## src/rtl/lkvc_pkg.sv

```systemverilog
`default_nettype none

package lkvc_pkg;

  // Default geometry of the store.
  localparam int ENTRIES_DEF    = 16;
  localparam int KEY_BITS_DEF   = 32;
  localparam int VALUE_BITS_DEF = 64;

  // Fixed field widths.
  localparam int MODE_W  = 2;
  localparam int CAP_W   = 5;
  localparam int EVICT_W = 5;

  localparam logic [CAP_W-1:0] CAPACITY_RESET = 5'd16;

  // Operation codes carried on the input side.
  localparam logic [MODE_W-1:0] MODE_PUT    = 2'd0;
  localparam logic [MODE_W-1:0] MODE_LOOKUP = 2'd1;
  localparam logic [MODE_W-1:0] MODE_REMOVE = 2'd2;

  // Command broadcast from the controller to every cell of the row.
  typedef enum logic [2:0] {
    CMD_NONE,
    CMD_TOUCH,
    CMD_DROP,
    CMD_EVICT,
    CMD_INSERT
  } cell_cmd_t;

endpackage

`default_nettype wire

```

## src/rtl/lkvc_cell.sv

```systemverilog
`default_nettype none

// One slot of the store: valid bit, key, value and recency rank.
// Free slots are claimed lowest first through the claim chain.
module lkvc_cell #(
  parameter int ENTRIES    = lkvc_pkg::ENTRIES_DEF,
  parameter int KEY_BITS   = lkvc_pkg::KEY_BITS_DEF,
  parameter int VALUE_BITS = lkvc_pkg::VALUE_BITS_DEF
) (
  input  wire logic                          clk,
  input  wire logic                          rst,
  input  wire lkvc_pkg::cell_cmd_t           cmd,
  input  wire logic [KEY_BITS-1:0]           cmd_key,
  input  wire logic [VALUE_BITS-1:0]         cmd_value,
  input  wire logic [$clog2(ENTRIES+1)-1:0]  arg_a,
  input  wire logic [$clog2(ENTRIES+1)-1:0]  arg_b,
  input  wire logic                          taken_in,
  output logic                               taken_out,
  output logic                               hit,
  output logic [$clog2(ENTRIES)-1:0]         rank,
  output logic [VALUE_BITS-1:0]              value
);

  localparam int RANK_W = $clog2(ENTRIES);
  localparam int OCC_W  = $clog2(ENTRIES+1);

  logic                valid;
  logic [KEY_BITS-1:0] key;
  logic [OCC_W-1:0]    rank_ext;
  logic                claim;

  assign rank_ext  = OCC_W'(rank);
  assign hit       = valid && (key == cmd_key);
  assign claim     = !valid && !taken_in;
  assign taken_out = taken_in || !valid;

  // Valid bit: the only state that reset clears.
  always_ff @(posedge clk) begin
    if (rst) begin
      valid <= 1'b0;
    end else begin
      unique case (cmd)
        lkvc_pkg::CMD_DROP: begin
          if (hit) valid <= 1'b0;
        end
        lkvc_pkg::CMD_EVICT: begin
          if (valid && (rank_ext < arg_a)) valid <= 1'b0;
        end
        lkvc_pkg::CMD_INSERT: begin
          if (claim) valid <= 1'b1;
        end
        default: begin
        end
      endcase
    end
  end

  // Key, value and rank follow the broadcast command.
  always_ff @(posedge clk) begin
    unique case (cmd)
      lkvc_pkg::CMD_TOUCH: begin
        if (hit) begin
          value <= cmd_value;
          rank  <= RANK_W'(arg_b);
        end else if (valid && (rank_ext > arg_a)) begin
          rank <= rank - 1'b1;
        end
      end
      lkvc_pkg::CMD_DROP: begin
        if (!hit && valid && (rank_ext > arg_a)) rank <= rank - 1'b1;
      end
      lkvc_pkg::CMD_EVICT: begin
        if (valid && (rank_ext >= arg_a)) rank <= RANK_W'(rank_ext - arg_a);
      end
      lkvc_pkg::CMD_INSERT: begin
        if (claim) begin
          key   <= cmd_key;
          value <= cmd_value;
          rank  <= RANK_W'(arg_b);
        end
      end
      default: begin
      end
    endcase
  end

endmodule

`default_nettype wire

```

## src/rtl/lru_key_value_cache_core.sv

```systemverilog
`default_nettype none

// Channel   Direction  Signals                          Moves
// s_*       in         s_tvalid s_tready s_tdata s_tuser one operation
// m_*       out        m_tvalid m_tready m_tdata         one result
// cfg_*     in         cfg_valid cfg_ready cfg_data      capacity register write
//
// An operation is accepted in ST_IDLE; in ST_MATCH its key is matched across the
// row of cells and they are updated. A put of a new key that must evict also goes
// through ST_INSERT, because eviction and insertion are separate row updates.
// Synchronous reset clears the valid bits and occupancy and sets capacity to 16.
// A stalled result holds the row update that produces it; input waits meanwhile.
module lru_key_value_cache_core #(
  parameter int ENTRIES    = lkvc_pkg::ENTRIES_DEF,
  parameter int KEY_BITS   = lkvc_pkg::KEY_BITS_DEF,
  parameter int VALUE_BITS = lkvc_pkg::VALUE_BITS_DEF
) (
  input  wire logic                                          clk,
  input  wire logic                                          rst,
  input  wire logic                                          s_tvalid,
  output logic                                               s_tready,
  // key, value
  input  wire logic [((KEY_BITS+VALUE_BITS+7)/8)*8-1:0]      s_tdata,
  // mode
  input  wire logic [lkvc_pkg::MODE_W-1:0]                   s_tuser,
  output logic                                               m_tvalid,
  input  wire logic                                          m_tready,
  // found, value_out, status, evicted_count
  output logic [((VALUE_BITS+7+7)/8)*8-1:0]                  m_tdata,
  input  wire logic                                          cfg_valid,
  output logic                                               cfg_ready,
  input  wire logic [lkvc_pkg::CAP_W-1:0]                    cfg_data
);

  localparam int RANK_W  = $clog2(ENTRIES);
  localparam int OCC_W   = $clog2(ENTRIES+1);
  localparam int CMP_W   = (OCC_W > lkvc_pkg::CAP_W) ? OCC_W : lkvc_pkg::CAP_W;
  localparam int OUT_W   = ((VALUE_BITS+7+7)/8)*8;
  localparam int OUT_PAD = OUT_W - VALUE_BITS - 2 - lkvc_pkg::EVICT_W;

  typedef enum logic [2:0] {
    ST_IDLE   = 3'b001,
    ST_MATCH  = 3'b010,
    ST_INSERT = 3'b100
  } state_t;

  state_t state, state_next;

  logic [lkvc_pkg::CAP_W-1:0]   capacity;
  logic [OCC_W-1:0]             occupancy, occupancy_next;
  logic [lkvc_pkg::MODE_W-1:0]  op_mode;
  logic [KEY_BITS-1:0]          op_key;
  logic [VALUE_BITS-1:0]        op_value;
  logic [lkvc_pkg::EVICT_W-1:0] evict_cnt, evict_cnt_next;

  logic                         out_found, out_status;
  logic [VALUE_BITS-1:0]        out_value;
  logic [lkvc_pkg::EVICT_W-1:0] out_evict;
  logic                         emit, emit_found, emit_status;
  logic [VALUE_BITS-1:0]        emit_value;
  logic [lkvc_pkg::EVICT_W-1:0] emit_evict;

  lkvc_pkg::cell_cmd_t          cmd;
  logic [OCC_W-1:0]             arg_a, arg_b;

  logic [ENTRIES:0]             taken;
  logic [ENTRIES-1:0]           hit_vec;
  logic [RANK_W-1:0]            rank_vec  [ENTRIES];
  logic [VALUE_BITS-1:0]        value_vec [ENTRIES];
  logic                         hit_any;
  logic [RANK_W-1:0]            hit_rank;
  logic [VALUE_BITS-1:0]        hit_value;

  logic [CMP_W-1:0]             cap_wide;
  logic [OCC_W-1:0]             cap_eff;
  logic [OCC_W-1:0]             evict_n;
  logic                         can_emit;

  assign s_tready  = (state == ST_IDLE);
  assign cfg_ready = 1'b1;
  assign can_emit  = !m_tvalid || m_tready;
  assign m_tdata   = {{OUT_PAD{1'b0}}, out_evict, out_status, out_value, out_found};

  // Row of cells with the free-slot claim chain running through it.
  assign taken[0] = 1'b0;
  for (genvar i = 0; i < ENTRIES; i++) begin : g_cell
    lkvc_cell #(
      .ENTRIES   (ENTRIES),
      .KEY_BITS  (KEY_BITS),
      .VALUE_BITS(VALUE_BITS)
    ) u_cell (
      .clk      (clk),
      .rst      (rst),
      .cmd      (cmd),
      .cmd_key  (op_key),
      .cmd_value(op_value),
      .arg_a    (arg_a),
      .arg_b    (arg_b),
      .taken_in (taken[i]),
      .taken_out(taken[i+1]),
      .hit      (hit_vec[i]),
      .rank     (rank_vec[i]),
      .value    (value_vec[i])
    );
  end

  // Keys are unique among valid cells, so the hit fields can be OR-combined.
  always_comb begin
    hit_rank  = '0;
    hit_value = '0;
    for (int i = 0; i < ENTRIES; i++) begin
      if (hit_vec[i]) begin
        hit_rank  = hit_rank | rank_vec[i];
        hit_value = hit_value | value_vec[i];
      end
    end
  end
  assign hit_any = |hit_vec;

  // Effective capacity: zero acts as one, large values saturate at the row size.
  always_comb begin
    cap_wide = CMP_W'(capacity);
    if (cap_wide == '0) begin
      cap_wide = CMP_W'(1);
    end else if (cap_wide > CMP_W'(ENTRIES)) begin
      cap_wide = CMP_W'(ENTRIES);
    end
  end
  assign cap_eff = OCC_W'(cap_wide);
  assign evict_n = occupancy - cap_eff + 1'b1;

  // Controller: picks the row command and the result of each operation.
  always_comb begin
    state_next     = state;
    occupancy_next = occupancy;
    evict_cnt_next = evict_cnt;
    cmd            = lkvc_pkg::CMD_NONE;
    arg_a          = '0;
    arg_b          = '0;
    emit           = 1'b0;
    emit_found     = hit_any;
    emit_status    = 1'b0;
    emit_value     = '0;
    emit_evict     = '0;
    unique case (state)
      ST_IDLE: begin
        if (s_tvalid) state_next = ST_MATCH;
      end
      ST_MATCH: begin
        priority if (op_mode == lkvc_pkg::MODE_PUT && hit_any) begin
          if (can_emit) begin
            cmd        = lkvc_pkg::CMD_TOUCH;
            arg_a      = OCC_W'(hit_rank);
            arg_b      = occupancy - 1'b1;
            emit       = 1'b1;
            state_next = ST_IDLE;
          end
        end else if (op_mode == lkvc_pkg::MODE_PUT && occupancy >= cap_eff) begin
          cmd            = lkvc_pkg::CMD_EVICT;
          arg_a          = evict_n;
          occupancy_next = occupancy - evict_n;
          evict_cnt_next = lkvc_pkg::EVICT_W'(evict_n);
          state_next     = ST_INSERT;
        end else if (op_mode == lkvc_pkg::MODE_PUT) begin
          if (can_emit) begin
            cmd            = lkvc_pkg::CMD_INSERT;
            arg_b          = occupancy;
            occupancy_next = occupancy + 1'b1;
            emit           = 1'b1;
            state_next     = ST_IDLE;
          end
        end else if (op_mode == lkvc_pkg::MODE_REMOVE) begin
          if (can_emit) begin
            if (hit_any) begin
              cmd            = lkvc_pkg::CMD_DROP;
              arg_a          = OCC_W'(hit_rank);
              occupancy_next = occupancy - 1'b1;
            end
            emit_status = !hit_any;
            emit        = 1'b1;
            state_next  = ST_IDLE;
          end
        end else begin
          // Lookup, and the unused code that behaves as one.
          if (can_emit) begin
            emit_value = hit_value;
            emit       = 1'b1;
            state_next = ST_IDLE;
          end
        end
      end
      ST_INSERT: begin
        if (can_emit) begin
          cmd            = lkvc_pkg::CMD_INSERT;
          arg_b          = occupancy;
          occupancy_next = occupancy + 1'b1;
          emit_found     = 1'b0;
          emit_evict     = evict_cnt;
          emit           = 1'b1;
          state_next     = ST_IDLE;
        end
      end
      default: begin
        state_next = ST_IDLE;
      end
    endcase
  end

  // Control registers.
  always_ff @(posedge clk) begin
    if (rst) begin
      state     <= ST_IDLE;
      occupancy <= '0;
      capacity  <= lkvc_pkg::CAPACITY_RESET;
      m_tvalid  <= 1'b0;
    end else begin
      state     <= state_next;
      occupancy <= occupancy_next;
      if (cfg_valid) capacity <= cfg_data;
      if (emit) begin
        m_tvalid <= 1'b1;
      end else if (m_tready) begin
        m_tvalid <= 1'b0;
      end
    end
  end

  // Operation, eviction count and result payload registers.
  always_ff @(posedge clk) begin
    evict_cnt <= evict_cnt_next;
    if (s_tvalid && s_tready) begin
      op_mode  <= s_tuser;
      op_key   <= s_tdata[KEY_BITS-1:0];
      op_value <= s_tdata[KEY_BITS+VALUE_BITS-1:KEY_BITS];
    end
    if (emit) begin
      out_found  <= emit_found;
      out_value  <= emit_value;
      out_status <= emit_status;
      out_evict  <= emit_evict;
    end
  end

endmodule

`default_nettype wire
```

## config.mk

```make
export PLATFORM = sky130hd
export DESIGN_NAME = lru_key_value_cache_core
export DESIGN_NICKNAME = d
export VERILOG_FILES = /design/src/rtl/lkvc_pkg.sv /design/src/rtl/lkvc_cell.sv /design/src/rtl/lru_key_value_cache_core.sv
export SDC_FILE = /design/constraint.sdc
export NUM_CORES = 2
export LEC_CHECK = 0
export BUFFER_PORTS_ARGS = -buffer_cell sky130_fd_sc_hd__buf_2
export CORE_UTILIZATION = 50
export CTS_CLUSTER_DIAMETER = 30
export DETAILED_ROUTE_END_ITERATION = 6
export PLACE_DENSITY_LB_ADDON = 0.2
export SYNTH_ARGS = -nofsm -noshare
export SYNTH_HDL_FRONTEND = slang
export SYNTH_HIERARCHICAL = 1
export SYNTH_SLANG_ARGS = --single-unit
```

## constraint.sdc

```tcl
create_clock -name clk -period 15.5 [get_ports clk]
set_input_delay 1.55 -clock clk [delete_from_list [all_inputs] [get_ports clk]]
set_output_delay 1.55 -clock clk [all_outputs]
set_load 0.02 [all_outputs]
```

# Yosys cells after proc, flatten, opt, wreduce, memory -nomap -nowiden

Cells that the tools add are included.

Input bits: 108
Logic and storage cells: 878
Output and inout bits: 75
Register bits after elaboration: 1804

Order comparisons: 50
Multiplexer cells: 285
Reduce and logical (&&, ||, !) cells: 254
Add/sub/neg operators: 37
Bitwise logic cells: 35
Equality and inequality tests: 141

Operators by type and width:

| kind                  | number |
|---|---|
| $mux W64              | 48 |
| $pmux W64 S2          | 16 |
| $or A64 B64 Y64       | 15 |
| $eq A32 B32 Y1        | 16 |
| $mux W4               | 106 |
| $pmux W4 S4           | 16 |
| $ne A2 B1 Y1 const B  | 95 |
| $logic_and A1 B1 Y1   | 114 |
| $reduce_and A5 Y1     | 17 |
| $ge A4 B5 Y1          | 16 |
| $gt A4 B5 Y1          | 16 |
| $lt A4 B5 Y1          | 16 |
| $sub A4 B1 Y4 const B | 16 |
| $sub A4 B4 Y4         | 16 |
| $mux W5               | 12 |
| $or A4 B4 Y4          | 15 |
| $reduce_and A4 Y1     | 15 |
| $mux W1               | 55 |
| $reduce_and A3 Y1     | 18 |
| $logic_not A1 Y1      | 48 |
| $ne A3 B1 Y1 const B  | 16 |
| $pmux W1 S3           | 16 |
| $reduce_and A2 Y1     | 17 |
| $mux W3               | 8 |
| other kinds (26)      | 59 |

# Depth between registers and ports, before layout

Word-level depth: 45
Depth in mapped cells: 21

# By module

Netlist, hierarchy kept.

Modules (own cells, without submodules):

| module                           | cells an instance | area each (µm²) | times used |
|---|---|---|---|
| lkvc_cell (g_cell[0].u_cell ...) | 220               | 4051.4          | 11 |
| lkvc_cell (g_cell[6].u_cell ...) | 220               | 3883.7          | 4 |
| lru_key_value_cache_core         | 1212              | 12848.6         | 1 |
| lkvc_cell (g_cell[14].u_cell)    | 232               | 4002.6          | 1 |

# Least setup slack after synthesis

OpenSTA, ideal clock, no wires.

Path kind: flip-flop to flip-flop
From: register op_key[8]
To: register g_cell[14].u_cell.value[0], enable pin
Data arrival time: 10499 ps
Setup time: 427 ps
Path slack: 4574 ps
Stages on the path, launching flop included: 15
Clock period less this slack: 10926 ps
Buffers on the path: 3
Path through: edfxtp_1 -> xor2_1 -> nor4_4 -> and4_2 -> clkbuf_2 -> and3_1 -> clkbuf_1 -> or4_4 -> or4_1 -> buf_2 -> a211o_1 -> o22ai_2 -> inv_1 -> nor4_1 -> a31o_1

Elaborated cells on any way between the ends: 47
Classes of those cells: eq/ne: 20; mux: 7; reduce/logical: 20

RTL lines:

| item                                                                | line                            | text |
|---|---|---|
| from (decl)                                                         | lru_key_value_cache_core.sv:52  | `logic [KEY_BITS-1:0] op_key;` |
| from (signal assigned)                                              | lru_key_value_cache_core.sv:233 | `op_key <= s_tdata[KEY_BITS-1:0];` |
| $eq A32 B32 Y1 (*)                                                  | lkvc_cell.sv:33                 | `assign hit = valid && (key == cmd_key);` |
| $logic_and A1 B1 Y1 (*)                                             | lkvc_cell.sv:33                 |  |
| named net hit_vec[14]                                               | lru_key_value_cache_core.sv:67  | `logic [ENTRIES-1:0] hit_vec;` |
| $reduce_or A16 Y1 (*)                                               | lru_key_value_cache_core.sv:118 | `assign hit_any = \|hit_vec;` |
| $logic_and A1 B1 Y1 (*)                                             | lru_key_value_cache_core.sv:150 | `priority if (op_mode == lkvc_pkg::MODE_PUT && hit_any) begin` |
| $mux W3 (*)                                                         | lru_key_value_cache_core.sv:150 |  |
| $pmux W3 S2 (*)                                                     | lru_key_value_cache_core.sv:145 | `unique case (state)` |
| named net cmd[2]                                                    | lru_key_value_cache_core.sv:63  | `lkvc_pkg::cell_cmd_t cmd;` |
| $eq A3 B3 Y1 or $eq A3 B1 Y1 (tied branches)                        | lkvc_cell.sv:60                 | `unique case (cmd)` |
| $ne A2 B1 Y1 (no source line) or $reduce_bool A2 Y1 (tied branches) | --                              |  |
| $reduce_and A3 Y1 (no source line) (*)                              | --                              |  |
| to (signal assigned)                                                | lkvc_cell.sv:63                 | `value <= cmd_value;` |
| to (signal assigned)                                                | lkvc_cell.sv:78                 | `value <= cmd_value;` |
| to (decl)                                                           | lkvc_cell.sv:21                 | `output logic [VALUE_BITS-1:0] value` |

The timed path passes the listed nets; every way through them passes the cells marked *.
A chain may end at the register's enable or synchronous reset.

# Worst setup path in the final report

From: register op_key[14]
To: register g_cell[8].u_cell.value[16], enable pin

Elaborated cells on any way between the ends: 47
Classes of those cells: eq/ne: 20; mux: 7; reduce/logical: 20

RTL lines:

| item                                                                | line |
|---|---|
| $eq A32 B32 Y1 (*)                                                  | lkvc_cell.sv:33 |
| $logic_and A1 B1 Y1 (*)                                             | lkvc_cell.sv:33 |
| named net hit_vec[7]                                                | lru_key_value_cache_core.sv:67 |
| $reduce_or A16 Y1 (*)                                               | lru_key_value_cache_core.sv:118 |
| $logic_and A1 B1 Y1 (*)                                             | lru_key_value_cache_core.sv:150 |
| $mux W3 (*)                                                         | lru_key_value_cache_core.sv:150 |
| $pmux W3 S2 (*)                                                     | lru_key_value_cache_core.sv:145 |
| named net cmd[2]                                                    | lru_key_value_cache_core.sv:63 |
| $eq A3 B3 Y1 or $eq A3 B1 Y1 (tied branches)                        | lkvc_cell.sv:60 |
| $ne A2 B1 Y1 (no source line) or $reduce_bool A2 Y1 (tied branches) | -- |
| $reduce_and A3 Y1 (no source line) (*)                              | -- |
| to (signal assigned)                                                | lkvc_cell.sv:63 |
| to (signal assigned)                                                | lkvc_cell.sv:78 |
| to (decl)                                                           | lkvc_cell.sv:21 |

Marks and branches as above.

==> summary.md <==
| Metric | Value |
|---|---|
| Status | `completed` |
| Synth warn | `6` |
| Filler cell count | `between 10000 and 15000` |
| Setup violators final | `0` |
| CTS tree | `done` |
| Setup TNS | `0 ps` |
| Clock skew | `87.1 ps` |
| Critical Path Sink Type | `flop` |
| Die area | `155000 um^2` |
| Cell row count | `143` |
| Post-CTS resize count | `0` |
| Slowest cell on crit path | `or2_4` |
| Global-route wire length before repair | `between 300000 and 400000 um` |
| CTS Hold Buffers Added | `0` |
| Avg WL per Cell | `27.5 um` |
| Die Span Y | `slightly below 400 um` |
| CTS Sinks | `1804` |
| Starting Density | `50.5%` |
| Clk buf depth | `4` |
| Insertion delay to the later sink of the worst-skew pair | `950 ps` |
| Dpl hpwl | `115000 um` |
| Max_cap viols | `0` |
| Critical path class | `reg -> reg` |
| Slowest stage delay, CP | `690 ps` |
| Postcts setup bufs | `0` |
| Reg-to-reg slack, setup | `7940 ps` |
| Slew at the pin closest to its max-slew limit | `1200 ps` |
| Switching Share | `between 20% and 30%` |
| Worst hold path class | `reg -> reg` |
| Total power | `0.0137 W` |
| Layout Nets | `5455` |
| Power per cell area | `146 nW/um^2` |
| Crit-path max FO | `56` |
| Vias/cell | `around 6.2` |
| Clock Pin Slew Worst Setup and Hold Paths | `50 ps` |
| Worst min-delay path startpoint | `capacity[0]$_SDFFE_PP0P_` |
| Root Buffer Master | `clkbuf_16` |
| Diodes inserted | `0` |
| Worst IR Drop VDD | `approximately 130 uV` |
| H-tree depth | `5` |
| Post-route clock period utilization | `between 40 and 50%` |
| Synthesized area | `76900 um^2` |
| Clock power frac | `between 50% and 60%` |
| Slew headroom | `19.8%` |
| DR iter-0 viols | `5207` |
| Core area | `between 150000 and 200000 um^2` |
| Layout area overhead | `21.6%` |
| Max Fclk | `132 MHz` |
| Gr usage total | `26.5%` |
| TritonRoute pass-1 iters | `6` |
| Worst EP required | `16000 ps` |
| Max-slew violation count | `0` |
| Grt total ovfl | `0` |
| Startpoint types | `flop` |
| Fraction of layout cells with a size suffix above 1 | `20.4%` |
| DRC Markers | `0` |
| FF-to-FF Start | `op_key[14]$_DFFE_PP_` |
| Final hold vios | `0` |
| Leakage | `31.3 nW` |
| Largest net degree at the start of global routing | `110` |
| IO Count | `183` |
| Gpl congestion | `0.899` |
| Net Switching | `0.00278 W` |
| CTS Buf Count | `380` |
| RSZ-0062 raised after global routing | `no` |
| Worst-path cell chain | `buf_4, xnor2_1, nand4_1, nor4_2, nand4_1, clkinv_2, or4_1, or4_1, a211o_1, o22ai_4, buf_4, buf_4, nand2b_1, nor4_2, buf_4, or2_4, buf_4` |
| Syn Inst Count | `approximately 4700` |
| Setup ws final | `roughly 7900 ps` |
| Post-route ant nets | `0` |
| Top cell by count, worst path | `buf_4` |
| Non-filler cells, final | `7560` |
| Sequential share of power | `39.9%` |
| Die X | `394 um` |
| Worst setup path startpoint | `op_key[14]$_DFFE_PP_` |
| Min Tclk post-route | `roughly 7600 ps` |
| WP data arrival | `around 8000 ps` |
| Initial antenna violation count | `6` |
| Combinational Power Share | `1.9%` |
| Hold WS | `504 ps` |
| Int Pwr | `~0.011 W` |
| Dpl ws | `8060 ps` |
| Total wire length | `208000 um` |
| Number of global-route vias before repair | `46500` |
| Port Buffer Count | `180` |
| Placed cell count | `6878` |
| Synth Area per Inst | `16.2 um^2` |
| DR vias | `roughly 47000` |
metal layers:
metal / vias up / wire length, um / GRT usage (%)
li1: 20200 / - / -
met1: 23800 / 88300 / 37.9
met2: 2409 / 95400 / 40.7
met3: 392 / 18900 / 5.42
met4: 4 / 5510 / 8.60
met5: - / 21 / 0
critical path: cells and delay by family (launching register included):
| family | cells | cell delay, ps |
|---|---|---|
| flops | 1 | 320 |
| xor+xnor | 1 | 140 |
| compound gates | 2 | 470 |
| simple gates | 8 | 2880 |
| buf+inv | 6 | 3060 |
placed cells by master (no fill, tap or decap), types with 30 or more instances in the layout:
| cell | n |
|---|---|
| edfxtp_1 | 1774 |
| xor2_1 | 405 |
| clkbuf_16 | 383 |
| a22o_1 | 230 |
| a221oi_1 | 201 |
| buf_2 | 180 |
| xnor2_1 | 165 |
| nor2_1 | 162 |
| a22oi_1 | 151 |
| inv_1 | 137 |
| buf_4 | 108 |
| nand2_1 | 104 |
| ha_1 | 98 |
| nor4_4 | 79 |
| a31oi_1 | 79 |
| and3_1 | 71 |
| clkinv_2 | 66 |
| nor3_1 | 61 |
| nand2b_1 | 61 |
| nand4_1 | 60 |
| bufinv_16 | 55 |
| clkinv_1 | 49 |
| o21ai_0 | 44 |
| nor2b_1 | 39 |
| clkinv_4 | 35 |
| o211ai_1 | 34 |
| clkinvlp_4 | 34 |
| and4_1 | 34 |
| clkbuf_1 | 33 |
| dfxtp_1 | 30 |
layout make-up:
class	count	area [um^2]	share of cell area [%]
clock buffers	420	9760	10.4
clock inverters	262	2950	3.16
inverters	142	543	0.581
multi-input cells	2613	22100	23.7
flip-flops and latches	1804	53900	57.6
well taps	2030	2540	2.72
repair buffers	289	1730	1.85
path summary, 6_finish.rpt:
path	depth (start not counted)	endpoint
setup / recovery	17	g_cell[8].u_cell/value[16]$_DFFE_PP_
hold / removal	2	capacity[0]$_SDFFE_PP0P_
setup reg to reg	17	g_cell[8].u_cell/value[16]$_DFFE_PP_
hold reg to reg	2	capacity[0]$_SDFFE_PP0P_
per-stage QoR:
stage	area, um^2	utilization (%)
CTS	93500	61.4
global placement	80800	53.1
detailed placement	80800	53.1
floorplan	76900	-
global route	93500	61.4
finish	93500	61.4
power by group through the flow:
stage	registers [W]	clock network [W]	logic (W)
global placement	0.00554	0	0.000260
CTS	0.00546	0.00805	0.000265
finish	0.00546	0.00797	0.000261
floorplan	0.00557	0	0.000137
detailed placement	0.00554	0	0.000263
global route	0.00546	0.00830	0.000283
flip-flops by register name, indices dropped and copies added, names as in the netlist, 3 cells and up:
signal               cells
g_cell.u_cell/rank      64
out_value               64
capacity                 5
op_value                64
occupancy                5
op_key                  32
g_cell.u_cell/valid     16
g_cell.u_cell/value   1024
g_cell.u_cell/key      512
evict_cnt                5
out_evict                5
state                    3
Power figures use the tool's default switching activity.
